--- src/sv/thwd_pkg.sv ---
// thwd_pkg: shared types and constants for the two-level hash word dictionary
// no dependencies
package thwd_pkg;

    localparam int STATUS_W = 3;
    localparam int TOTAL_W  = 12;
    localparam int CH_W     = 8;

    localparam logic [STATUS_W-1:0] ST_ABSENT   = 3'd0;
    localparam logic [STATUS_W-1:0] ST_FOUND    = 3'd1;
    localparam logic [STATUS_W-1:0] ST_INSERTED = 3'd2;
    localparam logic [STATUS_W-1:0] ST_PRESENT  = 3'd3;
    localparam logic [STATUS_W-1:0] ST_FULL     = 3'd4;
    localparam logic [STATUS_W-1:0] ST_TOO_LONG = 3'd5;

    localparam logic CMD_FIND   = 1'b0;
    localparam logic CMD_INSERT = 1'b1;

    localparam logic [0:0] REG_PRIMARY   = 1'b0;
    localparam logic [0:0] REG_SECONDARY = 1'b1;

    typedef struct packed {
        logic       cmd;
        logic [7:0] ch;
        logic       last;
    } thwd_in_t;

    typedef struct packed {
        logic [STATUS_W-1:0] status;
        logic [TOTAL_W-1:0]  word_total;
    } thwd_out_t;

endpackage

--- src/sv/thwd_mod.sv ---
// thwd_mod: shared multi-cycle reducer, value mod m by restoring subtraction
// depends on thwd_pkg for nothing beyond style; one bit per cycle
module thwd_mod #(
    parameter int VW = 13,
    parameter int MW = 7
) (
    input  logic          clk,
    input  logic          rst_n,
    input  logic          start,
    input  logic [VW-1:0] value,
    input  logic [MW-1:0] modulus,
    output logic          done,
    output logic [MW-1:0] result
);
    import thwd_pkg::*;

    localparam int CW = $clog2(VW + 1);

    logic [VW-1:0] val_reg, val_next;
    logic [MW:0]   rem_reg, rem_next;
    logic [CW-1:0] cnt_reg, cnt_next;
    logic          busy_reg, busy_next;
    logic          done_reg, done_next;
    logic [MW:0]   shifted;
    logic [MW:0]   diff;

    assign shifted = {rem_reg[MW-1:0], val_reg[VW-1]};
    assign diff    = shifted - {1'b0, modulus};

    always_comb
    begin
        val_next  = val_reg;
        rem_next  = rem_reg;
        cnt_next  = cnt_reg;
        busy_next = busy_reg;
        done_next = 1'b0;
        if (start)
        begin
            val_next  = value;
            rem_next  = '0;
            cnt_next  = CW'(VW);
            busy_next = 1'b1;
        end
        else if (busy_reg)
        begin
            val_next = {val_reg[VW-2:0], 1'b0};
            rem_next = (shifted >= {1'b0, modulus}) ? diff : shifted;
            cnt_next = cnt_reg - 1'b1;
            if (cnt_reg == CW'(1))
            begin
                busy_next = 1'b0;
                done_next = 1'b1;
            end
        end
    end

    always_ff @(posedge clk or negedge rst_n)
    begin
        if (!rst_n)
        begin
            busy_reg <= 1'b0;
            done_reg <= 1'b0;
            cnt_reg  <= '0;
        end
        else
        begin
            busy_reg <= busy_next;
            done_reg <= done_next;
            cnt_reg  <= cnt_next;
        end
    end

    always_ff @(posedge clk)
    begin
        val_reg <= val_next;
        rem_reg <= rem_next;
    end

    assign done   = done_reg;
    assign result = rem_reg[MW-1:0];
endmodule

--- config.mk ---
export PLATFORM = sky130hd
export DESIGN_NAME = thwd_mod
export DESIGN_NICKNAME = d
export VERILOG_FILES = /design/src/sv/thwd_pkg.sv /design/src/sv/thwd_mod.sv
export SDC_FILE = /design/constraint.sdc
export NUM_CORES = 1
export LEC_CHECK = 0
export BUFFER_PORTS_ARGS = -buffer_cell sky130_fd_sc_hd__buf_2
export CAP_MARGIN = 20
export CORE_UTILIZATION = 45
export CTS_CLUSTER_DIAMETER = 150
export DETAILED_ROUTE_END_ITERATION = 12
export PLACE_DENSITY_LB_ADDON = 0.12
export REMOVE_ABC_BUFFERS = 1
export SLEW_MARGIN = 0
export SYNTH_ARGS = -nofsm -noshare
export SYNTH_HDL_FRONTEND = slang
export SYNTH_SLANG_ARGS = --single-unit
--- constraint.sdc ---
create_clock -name clk -period 4 [get_ports clk]
set_input_delay 0.4 -clock clk [delete_from_list [all_inputs] [get_ports clk]]
set_output_delay 0.4 -clock clk [all_outputs]
set_load 0.1 [all_outputs]
# Word level (Yosys, flattened, before mapping)
# Index checks and enable logic that the tools add are counted.
dict set report classes {
  add_sub_neg 2
  n_reduce_logical 1
  n_lt_le_gt_ge 1
  muxes 11
  n_eq_ne 1
}
# op n
set op_table {}
lappend op_table {{$mux 13} 2}
lappend op_table {{$ge 8x7->1} 1}
lappend op_table {{$mux 4} 2}
lappend op_table {{$mux 7} 1}
lappend op_table {{$sub 7x7->7} 1}
lappend op_table {{$mux 1} 6}
lappend op_table {{$eq 4x1->1 const B} 1}
lappend op_table {{$sub 4x1->4 const B} 1}
lappend op_table {{$reduce_bool 2->1} 1}
dict set report word_totals {
  regBits 26
  out_inout_bits 8
  in_bits 23
}

# Depth between registers and ports, before layout
dict set report depth {
  depth_word 4
  depth_mapped 9
}

# Worst setup path before layout
# Ideal clock, no wire load.
dict set report synth_timing {
  path_type {register -> register}
  start {register rem_reg[4]}
  end {register rem_reg[0]}
  t_arrival_ns 2.389
  path_buffers 0
  stages_incl_launch_ff 6
  period_less_slack_ns 2.534
  path_slack_ns 1.466
  t_required_ns 3.855
  path_cell_list {dfxtp_1 ha_1 a21o_1 a211oi_2 and3_4 a311oi_2}
}
dict set report synth_via {
  elab_chain_len 2
}
# item line_no
set synth_lines {}
lappend synth_lines {{from (decl)} thwd_mod.sv:20} ;# logic [MW:0] rem_reg, rem_next;
lappend synth_lines {{from (signal assigned)} thwd_mod.sv:76} ;# rem_reg <= rem_next;
lappend synth_lines {{$ge 8x7->1} thwd_mod.sv:47} ;# rem_next = (shifted >= {1'b0, modulus}) ? diff : shifted;
lappend synth_lines {{$mux 7} thwd_mod.sv:47}
# Every way passes these cells.
# A chain may end at the register's enable or synchronous reset.

# Worst setup path after layout
dict set report layout_timing {
  start {register val_reg[12]}
  end {register rem_reg[0]}
}
dict set report layout_via {
  elab_chain_len 2
}
# item line_no
set layout_lines {}
lappend layout_lines {{from (decl)} thwd_mod.sv:19} ;# logic [VW-1:0] val_reg, val_next;
lappend layout_lines {{from (signal assigned)} thwd_mod.sv:75} ;# val_reg <= val_next;
lappend layout_lines {{$sub 7x7->7 or $ge 8x7->1 (tied branches)} {thwd_mod.sv:28, thwd_mod.sv:47}}
lappend layout_lines {{$mux 7 *} thwd_mod.sv:47}
# Mark *: on every way between the ends. The rest lies on a longest branch, timed or not.

==> impl_metrics.json <==
{
  "clock_latency_ps": 320,
  "async_reset_ff_share_pct": 23.08,
  "ys_warn_count": 0,
  "r2r_cells": 8,
  "slowest_delay_ps": 400,
  "grt_pass1_vias": 1023,
  "synth_edf_count": 13,
  "p_leak_nw": 0.7800,
  "min_from": "value[0]",
  "cts_buffers": 3,
  "final_max_slew_viol_count": 0,
  "status": "complete, no violations",
  "whs_endpoint": "val_reg[0]",
  "crit_path_cell_trace": "inv_1 -> ha_1 -> inv_1 -> fa_1 -> a211oi_1 -> or3_1 -> and3_4 -> a311oi_2",
  "first_pass_iters": 4,
  "cts_setup_buffers": 0,
  "initial_utilization_pct": 47.47,
  "layout_worst_path_cycle_share_pct": 58.50,
  "rrSetupSlack_ps": 1660,
  "crit_buf_inv": 2,
  "synthXorXnorAreaFrac_pct": 2.743,
  "cts_tree": "yes",
  "synth-seq-area-share_pct": 42.63,
  "pwr-share-seq_pct": 32.0,
  "rsz0062_at_grt": "no",
  "startpoint_type": "register",
  "layout_commonest_cell": "buf_2",
  "largest_register_ffs": 13,
  "fill_cells": 327,
  "drc": 0,
  "crit_family": "simple AND/OR/NAND/NOR gates",
  "num_vias": 1181,
  "worstHoldPathType": "in -> reg",
  "total_power_mw": 1.178,
  "cts_sinks": 26,
  "io_buffers": 30,
  "nets": 213,
  "postCtsHoldBufs": 1,
  "vias_per_cell": 5.249,
  "grt_max_degree": 33,
  "grt_pass1_wl_um": 4816,
  "path_class": "reg -> reg",
  "ioPinCount": 31,
  "wl_um": 2931,
  "fmax_ghz": 0.4273,
  "worst_clock_skew_ps": 5.943,
  "dp_hpwl_um": 2097,
  "arrival_ps": 2510,
  "insertedDiodeCount": 0,
  "die_h_um": 61.57,
  "synthAdderAreaFrac_pct": 8.307,
  "tightest_slew_ps": 755.9,
  "cp-end-kind": "register",
  "num_rows": 21,
  "setup_violations": 0,
  "internal_power_mw": 0.5977,
  "cts_resized": 0,
  "synth_mux_area_share_pct": 8.464,
  "die_area_um2": 3790,
  "min_period_ps": 2340,
  "avgSynthCellArea_um2": 10.57,
  "core_area_um2": 3363,
  "clk_path_buf_depth": 2,
  "dieWidth_um": 61.57,
  "timing.rr.start": "val_reg[12]",
  "synth_top_family_by_area": "compound AO/OA/AOI/OAI gates",
  "first_iter_violations": 63,
  "syn_inst": 151,
  "r2r-end": "rem_reg[0]",
  "wl_per_cell_um": 13.03,
  "grt_overflow_total": 0,
  "yosysUniqueCellTypes": 43,
  "switchingPower_mw": 0.5799,
  "grt_antenna_before_repair": 0,
  "p_comb_share_pct": 58.4,
  "worstPathMaxFanout": 9,
  "synth-seq-cells": 26,
  "worst_path_max_delay_cell": "fa_1",
  "hold_viol_final": 0,
  "cellPowerDensity_nw_per_um2": 651.8,
  "grtUsageTotal_pct": 17.33,
  "antenna_left": 0,
  "syn_area_um2": 1597,
  "crit_top_cell": "inv_1",
  "root_buffer": "clkbuf_4",
  "synth_compound_area_share_pct": 16.77,
  "layout_common_cells": "buf_2 (30), inv_1 (14), edfxtp_1 (13), mux2_2 (12), nor2_1 (12)",
  "synth_simple_gate_area_share_pct": 15.67,
  "pwr-share-clk_pct": 9.7,
  "switching_share_pct": 49.24,
  "worstPathRequired_ps": 4170,
  "holdPathStages": 2,
  "clk_pin_slew_ps": 140,
  "layout-drive-gt1-share_pct": 30.17,
  "max-vdd-ir-drop_uv": 439.5,
  "ys.flop_type": "edfxtp_1",
  "globalplace.congestion": 0.7945,
  "cap_viol_max_count": 0,
  "area.growth.synth_to_final_pct": 13.17,
  "htreeDepth": 1,
  "finalSetupTns_ps": 0,
  "slew_headroom_pct": 49.61
}
-- worst max-delay path by stage --
stage	startpoint	to	cells past startpoint
finish	val_reg[12]	rem_reg[0]	8
global route	val_reg[12]	rem_reg[1]	8
CTS	val_reg[12]	rem_reg[0]	8
detailed placement	modulus[0]	rem_reg[0]	8
global placement	modulus[0]	rem_reg[1]	8
floorplan	rem_reg[4]	rem_reg[0]	5
-- layout make-up --
cell class	count	area, um2	share of cell area (%)
flip-flops and latches	26	680.7	37.67
well taps	46	57.56	3.186
clock buffers	4	26.28	1.454
repair buffers	31	160.2	8.864
multi-input cells	104	829.5	45.91
inverters	14	52.55	2.909
-- cell families after synthesis --
family | after synthesis
mux | 12
buf+inv | 21
compound gates | 32
xor+xnor | 5
simple gates | 45
fa+ha+maj | 10
flops | 26
-- cell usage after synthesis (2+ instances only) --
cell	instances	area, um2
nand2_1	7	26.28
a21o_1	3	22.52
nand2b_1	5	31.28
a311oi_1	3	26.28
mux2_2	12	135.1
nor2_1	12	45.04
clkbuf_1	5	18.77
xnor2_1	5	43.79
dfxtp_1	7	140.1
nand3_1	2	10.01
o21bai_1	3	22.52
dfrtp_1	6	150.1
edfxtp_1	13	390.4
inv_1	14	52.55
nor3b_1	8	60.06
a211oi_1	3	22.52
a41oi_1	4	35.03
a311oi_2	2	30.03
o21ai_0	3	15.01
or2_2	2	12.51
ha_1	9	112.6
a21oi_1	2	10.01
-- power by group through the flow --
stage	logic (mW)	registers [mW]	clock network [mW]
6_report	0.687	0.376	0.114
5_1_grt	0.747	0.384	0.127
3_5_place_dp	0.681	0.382	0
2_1_floorplan	0.344	0.597	0
4_1_cts	0.686	0.377	0.122
3_3_place_gp	0.677	0.378	0
-- worst register-to-register path, stage by stage, from the launching register on --
cell,delay (ps)
edfxtp_1,380
inv_1,100
ha_1,160
inv_1,50
fa_1,400
a211oi_1,360
or3_1,360
and3_4,290
a311oi_2,100
-- through the flow --
stage                     hold slack (ps)  instances  setup WS (ps)  instance area [um2]  utilization [%]
final                               360.8        225           1660                 1807            53.72
after floorplan                     104.4        144           1453                 1563                -
after detailed placement            230.0        220           1677                 1770            52.64
after CTS                           338.3        225           1679                 1807            53.72
after global routing                345.4        225           1561                 1807            53.72
after global placement              228.7        220           1746                 1770            52.64
-- per-layer routing --
metal | up-vias | share of wire, % | GRT usage (%)
li1 | 609 | - | -
met1 | 549 | 53 | 25.81
met2 | 21 | 44 | 25.65
met3 | 2 | 3.1 | 4.412
met4 | 0 | 0.38 | 2.857
met5 | - | 0 | 0
No activity file was read; power rests on OpenSTA's default activity.
